--- src/hw/rtl/dd_pkg.sv ---
// Package for the date difference core: field widths, calendar constants,
// month tables and the pipeline load-enable struct. No dependencies.
`timescale 1ns / 1ps
`default_nettype none

package dd_pkg;

  localparam int DAY_W  = 5;
  localparam int MON_W  = 4;
  localparam int YEAR_W = 14;
  localparam int NUM_W  = 22;   // day number from 1 March of year 0
  localparam int DIFF_W = 23;
  localparam int QUO_W  = 8;    // width of year / 100 for any 14-bit year
  localparam int OFF_W  = 9;    // days before a month, counted from March
  localparam int PART_W = 12;   // leap-day count of a year

  localparam int unsigned YEAR_MAX    = 9999;
  localparam int unsigned MONTH_MAX   = 12;
  localparam int unsigned MONTH_FEB   = 2;
  localparam int unsigned DAYS_YEAR   = 365;
  localparam int unsigned CENTURY     = 100;
  // floor(y / 100) == (y * RECIP_100) >> RECIP_SHIFT for every 14-bit y
  localparam int unsigned RECIP_100   = 5243;
  localparam int unsigned RECIP_W     = 13;
  localparam int unsigned RECIP_SHIFT = 19;

  typedef logic [DAY_W-1:0]  day_t;
  typedef logic [MON_W-1:0]  month_t;
  typedef logic [YEAR_W-1:0] year_t;
  typedef logic [NUM_W-1:0]  num_t;

  typedef struct packed {
    logic ld1;
    logic ld2;
    logic ld3;
  } stage_ctl_t;

  // Length of a month; zero for a code that is no month.
  function automatic day_t month_days(input month_t m, input logic leap);
    day_t d;
    unique case (m)
      4'd1, 4'd3, 4'd5, 4'd7, 4'd8, 4'd10, 4'd12: d = day_t'(31);
      4'd4, 4'd6, 4'd9, 4'd11:                    d = day_t'(30);
      4'd2:    d = leap ? day_t'(29) : day_t'(28);
      default: d = day_t'(0);
    endcase
    return d;
  endfunction

  // Days from 1 March to the first of month m, with January and February
  // counted at the end of the shifted year.
  function automatic logic [OFF_W-1:0] month_offset(input month_t m);
    logic [OFF_W-1:0] o;
    unique case (m)
      4'd3:    o = OFF_W'(0);
      4'd4:    o = OFF_W'(31);
      4'd5:    o = OFF_W'(61);
      4'd6:    o = OFF_W'(92);
      4'd7:    o = OFF_W'(122);
      4'd8:    o = OFF_W'(153);
      4'd9:    o = OFF_W'(184);
      4'd10:   o = OFF_W'(214);
      4'd11:   o = OFF_W'(245);
      4'd12:   o = OFF_W'(275);
      4'd1:    o = OFF_W'(306);
      4'd2:    o = OFF_W'(337);
      default: o = OFF_W'(0);
    endcase
    return o;
  endfunction

endpackage

`default_nettype wire

--- src/hw/rtl/date_difference_in_days_core.sv ---
// Throughput: one beat per cycle while the output is not stalled, set by the
// four-stage pipeline (three conversion stages and the subtract stage).
// A stall holds each full stage; empty stages still fill, so input beats
// are taken while a result waits until every stage is full. Reset clears
// all stage valid bits. Uses dd_pkg and two dd_date_conv instances.
`timescale 1ns / 1ps
`default_nettype none

module date_difference_in_days_core (
  input  wire        clk,
  input  wire        rst,
  input  wire        s_tvalid,
  output logic       s_tready,
  // [4:0] first_day, [8:5] first_month, [22:9] first_year,
  // [27:23] second_day, [31:28] second_month, [45:32] second_year, [47:46] zero
  input  wire [47:0] s_tdata,
  input  wire        s_tuser,   // [0] include_end_day
  output logic       m_tvalid,
  input  wire        m_tready,
  output logic [23:0] m_tdata,  // [22:0] day_difference, [23] zero
  output logic       m_tuser    // [0] date_error
);
  import dd_pkg::*;

  logic       v1, v2, v3;
  logic       rdy1, rdy2, rdy3, rdy4;
  logic       inc1, inc2, inc3;
  stage_ctl_t ctl;
  num_t       n_first, n_second;
  logic       ok_first, ok_second;

  // a stage may load when it is empty or the next one loads
  always_comb begin
    rdy4     = !m_tvalid || m_tready;
    rdy3     = !v3 || rdy4;
    rdy2     = !v2 || rdy3;
    rdy1     = !v1 || rdy2;
    s_tready = rdy1;
    ctl.ld1  = rdy1;
    ctl.ld2  = rdy2;
    ctl.ld3  = rdy3;
  end

  always_ff @(posedge clk) begin
    if (rst) begin
      v1       <= 1'b0;
      v2       <= 1'b0;
      v3       <= 1'b0;
      m_tvalid <= 1'b0;
    end else begin
      if (rdy1) v1 <= s_tvalid;
      if (rdy2) v2 <= v1;
      if (rdy3) v3 <= v2;
      if (rdy4) m_tvalid <= v3;
    end
  end

  always_ff @(posedge clk) begin
    if (rdy1) inc1 <= s_tuser;
    if (rdy2) inc2 <= inc1;
    if (rdy3) inc3 <= inc2;
  end

  dd_date_conv u_first (
    .clk   (clk),
    .ctl   (ctl),
    .day   (s_tdata[4:0]),
    .month (s_tdata[8:5]),
    .year  (s_tdata[22:9]),
    .num   (n_first),
    .ok    (ok_first)
  );

  dd_date_conv u_second (
    .clk   (clk),
    .ctl   (ctl),
    .day   (s_tdata[27:23]),
    .month (s_tdata[31:28]),
    .year  (s_tdata[45:32]),
    .num   (n_second),
    .ok    (ok_second)
  );

  // stage 4: subtract, widen by one toward the sign with the end day
  logic signed [DIFF_W-1:0] adj_c;
  logic signed [DIFF_W-1:0] diff_c;

  always_comb begin
    if (!inc3) begin
      adj_c = '0;
    end else if (n_second >= n_first) begin
      adj_c = DIFF_W'(1);
    end else begin
      adj_c = '1;
    end
    diff_c = $signed({1'b0, n_second}) - $signed({1'b0, n_first}) + adj_c;
  end

  always_ff @(posedge clk) begin
    if (rdy4) begin
      m_tuser <= !(ok_first && ok_second);
      m_tdata <= (ok_first && ok_second) ? {1'b0, diff_c} : '0;
    end
  end

endmodule

`default_nettype wire

--- src/hw/rtl/dd_date_conv.sv ---
// Three-stage conversion of one date to a day number plus a validity flag.
// Depends on dd_pkg; stage loads come from the top-level pipeline control.
`timescale 1ns / 1ps
`default_nettype none

module dd_date_conv (
  input  wire               clk,
  input  wire dd_pkg::stage_ctl_t ctl,
  input  wire dd_pkg::day_t  day,
  input  wire dd_pkg::month_t month,
  input  wire dd_pkg::year_t year,
  output dd_pkg::num_t       num,
  output logic               ok
);
  import dd_pkg::*;

  localparam int PROD_W = YEAR_W + RECIP_W;

  // stage 1: shifted year and both century quotients
  day_t              d1;
  month_t            m1;
  year_t             y1;
  year_t             yy1;
  logic [QUO_W-1:0]  qy1;
  logic [QUO_W-1:0]  qyy1;
  logic              yok1;

  year_t             yy_c;
  logic [PROD_W-1:0] py_c;
  logic [PROD_W-1:0] pyy_c;

  always_comb begin
    yy_c  = (month <= MON_W'(MONTH_FEB)) ? year - YEAR_W'(1) : year;
    py_c  = PROD_W'(year) * PROD_W'(RECIP_100);
    pyy_c = PROD_W'(yy_c) * PROD_W'(RECIP_100);
  end

  always_ff @(posedge clk) begin
    if (ctl.ld1) begin
      d1   <= day;
      m1   <= month;
      y1   <= year;
      yy1  <= yy_c;
      qy1  <= py_c[RECIP_SHIFT +: QUO_W];
      qyy1 <= pyy_c[RECIP_SHIFT +: QUO_W];
      yok1 <= (year != '0) && (year <= YEAR_W'(YEAR_MAX));
    end
  end

  // stage 2: leap test, month and day check, and the three partial sums
  num_t              a2;
  logic [PART_W-1:0] b2;
  logic [OFF_W-1:0]  t2;
  logic              ok2;

  logic [YEAR_W:0]   cent_c;
  logic              is_cent_c;
  logic              leap_c;
  day_t              dim_c;

  always_comb begin
    cent_c    = (YEAR_W+1)'(qy1) * (YEAR_W+1)'(CENTURY);
    is_cent_c = (cent_c == {1'b0, y1});
    leap_c    = is_cent_c ? (qy1[1:0] == 2'b00) : (y1[1:0] == 2'b00);
    dim_c     = month_days(m1, leap_c);
  end

  always_ff @(posedge clk) begin
    if (ctl.ld2) begin
      a2  <= NUM_W'(yy1) * NUM_W'(DAYS_YEAR);
      b2  <= PART_W'(yy1 >> 2) - PART_W'(qyy1) + PART_W'(qyy1 >> 2);
      t2  <= month_offset(m1) + OFF_W'(d1) - OFF_W'(1);
      ok2 <= yok1 && (m1 != '0) && (m1 <= MON_W'(MONTH_MAX))
             && (d1 != '0) && (d1 <= dim_c);
    end
  end

  // stage 3: day number
  always_ff @(posedge clk) begin
    if (ctl.ld3) begin
      num <= a2 + NUM_W'(b2) + NUM_W'(t2);
      ok  <= ok2;
    end
  end

endmodule

`default_nettype wire

--- config.mk ---
export PLATFORM = sky130hd
export DESIGN_NAME = date_difference_in_days_core
export DESIGN_NICKNAME = d
export VERILOG_FILES = /design/src/hw/rtl/dd_pkg.sv /design/src/hw/rtl/date_difference_in_days_core.sv /design/src/hw/rtl/dd_date_conv.sv
export SDC_FILE = /design/constraint.sdc
export NUM_CORES = 2
export LEC_CHECK = 0
export BUFFER_PORTS_ARGS = -buffer_cell sky130_fd_sc_hd__buf_2
export CORE_MARGIN = 4
export CORE_UTILIZATION = 25
export CTS_CLUSTER_DIAMETER = 80
export CTS_CLUSTER_SIZE = 24
export DETAILED_ROUTE_END_ITERATION = 7
export HOLD_SLACK_MARGIN = 0.15
export PLACE_DENSITY = 0.4
export SLEW_MARGIN = 20
export SYNTH_ARGS = -nofsm -noshare
export SYNTH_HDL_FRONTEND = slang
export SYNTH_SLANG_ARGS = --single-unit
--- constraint.sdc ---
create_clock -name clk -period 8.58 [get_ports clk]
set_input_delay 1.287 -clock clk [delete_from_list [all_inputs] [get_ports clk]]
set_output_delay 1.287 -clock clk [all_outputs]
set_load 0.05 [all_outputs]
# After elaboration in Yosys (flattened, before gate mapping)
# Memories as Yosys holds them, arrays and structs flattened. A register that Yosys moved wholly into a read port is not among the register bits.
# Cells that the tools add are included.
[op_classes]
n_addsub = 16
mul = 8
magnitude_cmp = 9
eq_ne = 26
n_mux = 14
reduce_logical = 34
[ops]
columns = ["cell", "n"]
rows = [
  ["14-bit by 13-bit multiplier with 27-bit output (second input constant)", 4],
  ["23-bit 2-to-1 mux", 2],
  ["22-bit by 12-bit adder with 22-bit output", 2],
  ["22-bit by 9-bit adder with 22-bit output", 2],
  ["14-bit by 9-bit multiplier with 22-bit output (second input constant)", 2],
  ["4-bit == test (second input constant)", 10],
  ["4-bit by 3-bit == test with 1-bit output (second input constant)", 8],
  ["15-bit by 14-bit == test with 1-bit output", 2],
  ["5-bit case mux with 3 select lines", 2],
  ["14-bit less-or-equal comparator (second input constant)", 2],
  ["14-bit 2-to-1 mux", 2],
  ["14-bit nonzero test", 2],
  ["14-bit by 1-bit subtractor with 14-bit output (second input constant)", 2],
  ["8-bit by 5-bit multiplier with 13-bit output (second input constant)", 2],
  ["12-bit by 6-bit adder with 12-bit output", 2],
  ["12-bit by 8-bit subtractor with 12-bit output", 2],
  ["23-bit adder", 1],
  ["22-bit by 22-bit subtractor with 23-bit output", 1],
  ["22-bit greater-or-equal comparator", 1],
  ["9-bit by 5-bit adder with 9-bit output", 2],
  ["9-bit 2-to-1 mux", 2],
  ["9-bit by 1-bit subtractor with 9-bit output (second input constant)", 2],
  ["4-bit by 2-bit == test with 1-bit output (second input constant)", 4],
  ["7-bit OR reduction", 2],
  ["other kinds (13)", 44],
]
[totals]
register_bits = 274
mem_bits_ro = 288
in_bits = 53
output_inout_bits = 27
word_cells = 145
n_memories = 2
[memory_table]
columns = ["name", "depth", "width", "rd", "rd_clocked_by_memory_dff", "wr", "line_no", "text"]
rows = [
  ["(name not given)", 16, 9, 1, 1, 0, "dd_pkg.sv:54", "unique case (m)"],
  ["(name not given)", 16, 9, 1, 1, 0, "dd_pkg.sv:54", ""],
]

# Depth between registers and ports, before layout
[depth]
depth_word = 7
mapped_depth = 27
ltp_nobuf = 27

# By module
# Synthesis repeated with hierarchy kept, for this count alone.
[hier_totals]
hier_cells = 3538
hier_area_um2 = 36840.3
[modules_own_cells]
columns = ["mod", "instances", "cells_each", "area_per_inst_um2", "seq_area_each_um2"]
rows = [
  ["dd_date_conv at u_second", 1, 1598, 16773.6, 3813.7],
  ["dd_date_conv at u_first", 1, 1553, 16625.9, 3813.7],
  ["date_difference_in_days_core", 1, 387, 3440.8, 890.9],
]

# Least setup slack after synthesis
# Ideal clock, no wire load.
[synth_path]
path_type = "input port to flip-flop"
start = "input port s_tdata[34]"
end = "register u_second.qyy1[2] (data pin)"
setup_ps = 195
t_arrival_ps = 7204
required_ps = 8385
slack_ps = 1181
stages = 22
n_path_buf = 0
path_cell_list = "inv_1 -> ha_1 -> a21boi_0 -> o21a_1 -> o21ai_0 -> a21boi_0 -> o211ai_1 -> xnor2_1 -> inv_1 -> fa_1 -> ha_1 -> fa_1 -> inv_1 -> fa_1 -> fa_1 -> inv_1 -> ha_1 -> and3_1 -> a221o_1 -> o21ai_0 -> or4b_2 -> o311ai_0"
[synth_via]
elab_chain_cells = 3
[synth_lines]
columns = ["item", "line_no", "text"]
rows = [
  ["start: declaration", "date_difference_in_days_core.sv:16", "input wire [47:0] s_tdata,"],
  ["14-bit by 1-bit subtractor with 14-bit output", "dd_date_conv.sv:33", "yy_c = (month <= MON_W'(MONTH_FEB)) ? year - YEAR_W'(1) : year;"],
  ["14-bit 2-to-1 mux", "dd_date_conv.sv:33", ""],
  ["via u_second.yy_c[11]", "dd_date_conv.sv:28", "year_t yy_c;"],
  ["14-bit by 13-bit multiplier with 27-bit output", "dd_date_conv.sv:35", "pyy_c = PROD_W'(yy_c) * PROD_W'(RECIP_100);"],
  ["via u_second.pyy_c[21]", "dd_date_conv.sv:30", "logic [PROD_W-1:0] pyy_c;"],
  ["end signal: assignment", "dd_date_conv.sv:45", "qyy1 <= pyy_c[RECIP_SHIFT +: QUO_W];"],
  ["end: declaration", "dd_date_conv.sv:25", "logic [QUO_W-1:0] qyy1;"],
]
# The timed path passes the listed nets, and every way through them passes these cells.
# A chain may end at the register's enable or synchronous reset.

# Final worst setup path
# Ends and elaborated chain as after synthesis.

==> impl_metrics.tcl <==
set metrics [dict create \
    grt_setup_unrepaired "no" \
    critical_path.top_delay_family "adder cells" \
    pwr_density_cell_nw_per_um2 388.0 \
    drv_slew 0 \
    mappedNetlistNets 4648 \
    route.detailed.vias_per_inst 4.131 \
    fp-row-count 139 \
    cap_violations 0 \
    synth.most_common_cell "inv_1" \
    critPathMaxStageDelay_ns 0.60 \
    tns_ns 0 \
    number_of_instances_in_the_synthesized_netlist 3468 \
    hold_violations 0 \
    worst-path-max-fanout 7 \
    clock_tree.root_cell "clkbuf_16" \
    fin_skew_ns 0.05612 \
    critPathLaunchType "input port" \
    clkPwrFrac 0.087 \
    clock_latency_reported_for_the_late_side_of_the_worst_skew_pair_ns 0.62 \
    final_setup_violation_count 0 \
    crit_path_end_kind "flop" \
    synthToLayoutAreaGrowth_pct 10.89 \
    proportion_of_layout_cells_with_a_drive_suffix_above_1 0.05511 \
    postSynthAreaPerCell_sq_um 10.51 \
    ctsResizeCount 0 \
    remaining_drc_errors 0 \
    critical_path_class "input port to flop" \
    slew_at_the_pin_with_the_worst_max_slew_slack_ns 0.9621 \
    drtAntennaViolNets 0 \
    maximum_resistive_drop_on_vdd_mv 0.1976 \
    htreeDepth 1 \
    dieWidth_microns 389.8 \
    globalRoute.totalOverflow 0 \
    finalCritPeriodShare 0.8775 \
    pre_cts_ws_ns 0.3498 \
    synth_top_cell_area_share 0.2507 \
    area.sequential_sq_um 8518 \
    drt_first_pass_iters 5 \
    seq_power_share 0.175 \
    p_int_uw 8242 \
    synth_seq_cells 291 \
    placeableCoreArea_sq_um 144200 \
    die_h_microns 389.8 \
    gp_congestion 0.7738 \
    detailed_place_hpwl_microns 70470 \
    total_power_uw 15680 \
    path_buf_inv 5 \
    start_util 0.2527 \
    antenna_found_initial 5 \
    worst_max_slew_margin_expressed_relative_to_the_limit 0.3420 \
    drt-total-wl_microns 80760 \
    clock_sink_total 291 \
    yosysSeqAreaShare 0.2338 \
    layout_net_count 4770 \
    postCtsSetupBuffers 0 \
    hold_crit_class "flop to flop" \
    final-instance-count-excl-fill 5518 \
    vias 22796 \
    clk_transition_reported_paths_ns 0.08 \
    placed_cells 5464 \
    drt-initial-drc-count 782 \
    period_minus_slack_ns 7.529 \
    synth_top_flop_cell "edfxtp_1" \
    cts_hold_repair.buffers 0 \
    ys_top_cells_by_area "ha_1 25%, edfxtp_1 22%, fa_1 22%, inv_1 9.0%, xnor2_1 3.7%" \
    worstPathCellList "buf_2 > inv_1 > ha_1 > a21boi_0 > o21a_1 > o21ai_0 > a21boi_0 > o211ai_1 > xnor2_1 > inv_1 > fa_1 > ha_1 > fa_1 > inv_1 > fa_1 > fa_1 > inv_1 > ha_1 > and3_1 > a221o_1 > o21ai_0 > or4b_2 > o311ai_0" \
    layout.filler_cells 15167 \
    synth_top_area_cell "ha_1" \
    synth_top_cells_by_count "871 x inv_1, 730 x ha_1, 397 x fa_1" \
    syn-cell-area_sq_um 36440 \
    cts_tree "done" \
    cts_max_path_buffers 3 \
    port_buffers 76 \
    floorplan.io_pins 80 \
    yosys_warnings 0 \
    arrival_ns 7.94 \
    wl_per_cell_microns 14.64 \
    synth.lib_cells_used.distinct 77 \
    netSwitchingPower_uw 7436 \
    grt_first_pass_wirelength_microns 132900 \
    cpMaxStageDelayCell "or4b_2" \
    synth-edff-count 269 \
    dieArea_sq_um 151900 \
    power_frac_comb 0.737 \
    worstPathRequired_ns 8.99 \
    grt_pass1_vias 24228 \
    maximum_number_of_pins_on_one_net_before_global_route_repair 78 \
    max_freq_mhz 132.8 \
    grt_usage 0.1086 \
    static_power_due_to_leakage_uw 0.01982 \
    synth_async_sr_flop_share 0 \
    post-route-worst-setup-slack_ns 1.051 \
    p_sw_frac 0.4743 \
    run_status "complete, no violations" \
    multiInputGateArea_sq_um 24610 \
    cts_buffers 27 \
]
logic make-up after synthesis:
family / share of synthesized area
compound gates: 0.08169
xor+xnor: 0.05055
fa+ha+maj: 0.4688
buf+inv: 0.09137
flops: 0.2338
mux: 0.004155
other cells: 0.0001029
simple gates: 0.06957
power groups by stage:
stage / Combinational [uW] / Clock [uW] / Sequential [uW]
3_5_place_dp: 11800 / 0 / 2810
6_report: 11600 / 1370 / 2750
5_1_grt: 13500 / 1490 / 2810
2_1_floorplan: 9060 / 0 / 2730
4_1_cts: 11900 / 1440 / 2770
3_3_place_gp: 11800 / 0 / 2800
path summary, 6_finish.rpt:
path | startpoint | end | slack (ns) | cells after the start
setup / recovery | s_tdata[34] | u_second.qyy1[2] | 1.05 | 23
setup reg to reg | u_first.qy1[1] | u_first.ok2 | 3.11 | 19
hold reg to reg | u_first.ok2 | u_first.ok | 0.44 | 0
hold / removal | u_first.ok2 | u_first.ok | 0.44 | 0
worst reg2reg max path: stages (launching register included):
cell and delay, ns:
edfxtp_1 0.49, ha_1 0.35, ha_1 0.29, ha_1 0.32, fa_1 0.48, a21o_1 0.20, a21o_1 0.20, a21o_1 0.20
a2111oi_0 0.45, nor3_1 0.14, xnor2_1 0.15, a31oi_1 0.46, ha_1 0.24, nor2b_1 0.04, o21a_1 0.16, o21ai_0 0.18
nand2b_1 0.08, a21oi_1 0.15, a31oi_1 0.05, nor3_1 0.51
state kept, by name, indices dropped and copies added, names as in the netlist, 9 cells and up, named ones only:
| signal | count |
|---|---|
| m_tdata | 23 |
| u_first.a2 | 22 |
| u_first.b2 | 12 |
| u_first.num | 22 |
| u_first.t2 | 9 |
| u_first.y1 | 14 |
| u_first.yy1 | 14 |
| u_second.a2 | 22 |
| u_second.b2 | 12 |
| u_second.num | 22 |
| u_second.t2 | 9 |
| u_second.y1 | 14 |
| u_second.yy1 | 14 |
final cells by class:
cell class	instances	share of cell area
multi-input cells	2292	0.6092
flip-flops and latches	291	0.2108
inverters	871	0.08095
well taps	1903	0.05893
clock buffers	27	0.01672
repair buffers	107	0.01517
clock inverters	23	0.007989
diodes	4	0.0002477
metrics by stage:
| step | hold WS, ns | util | instance area (sq um) |
|---|---|---|---|
| after floorplan | 0.4003 | - | 36440 |
| after global placement | 0.4118 | 0.2732 | 39390 |
| after detailed placement | 0.4257 | 0.2732 | 39390 |
| after CTS | 0.4481 | 0.2802 | 40390 |
| after global routing | 0.4459 | 0.2802 | 40400 |
| final | 0.4389 | 0.2802 | 40410 |
layout by cell type, fill, tap and decap left out, types with 13 or more instances in the layout:
master,count
inv_1,870
ha_1,730
fa_1,397
edfxtp_1,269
xnor2_1,155
a21oi_1,130
nor2_1,113
nand2_1,82
o21ai_0,77
buf_2,76
nor3_1,58
nand3_1,49
xor2_1,49
a21o_1,41
buf_4,31
and3_1,27
clkbuf_16,27
nor2b_1,25
nand4_1,23
o21bai_1,22
dfxtp_1,22
nand2b_1,21
o21a_1,20
a211oi_1,19
o211ai_1,19
or3_1,17
or2_2,15
and2_1,15
o31ai_1,14
mux2i_1,13
per-layer routing:
metal	part of all wire	GRT usage	wire length [microns]	vias up
met5	0.000087	0	7	-
met3	0.021	0.01158	1661	41
met1	0.51	0.1574	41180	10886
li1	-	-	-	11735
met2	0.46	0.1797	36990	132
met4	0.011	0.01292	920	2
(Power assumes the default switching activity.)
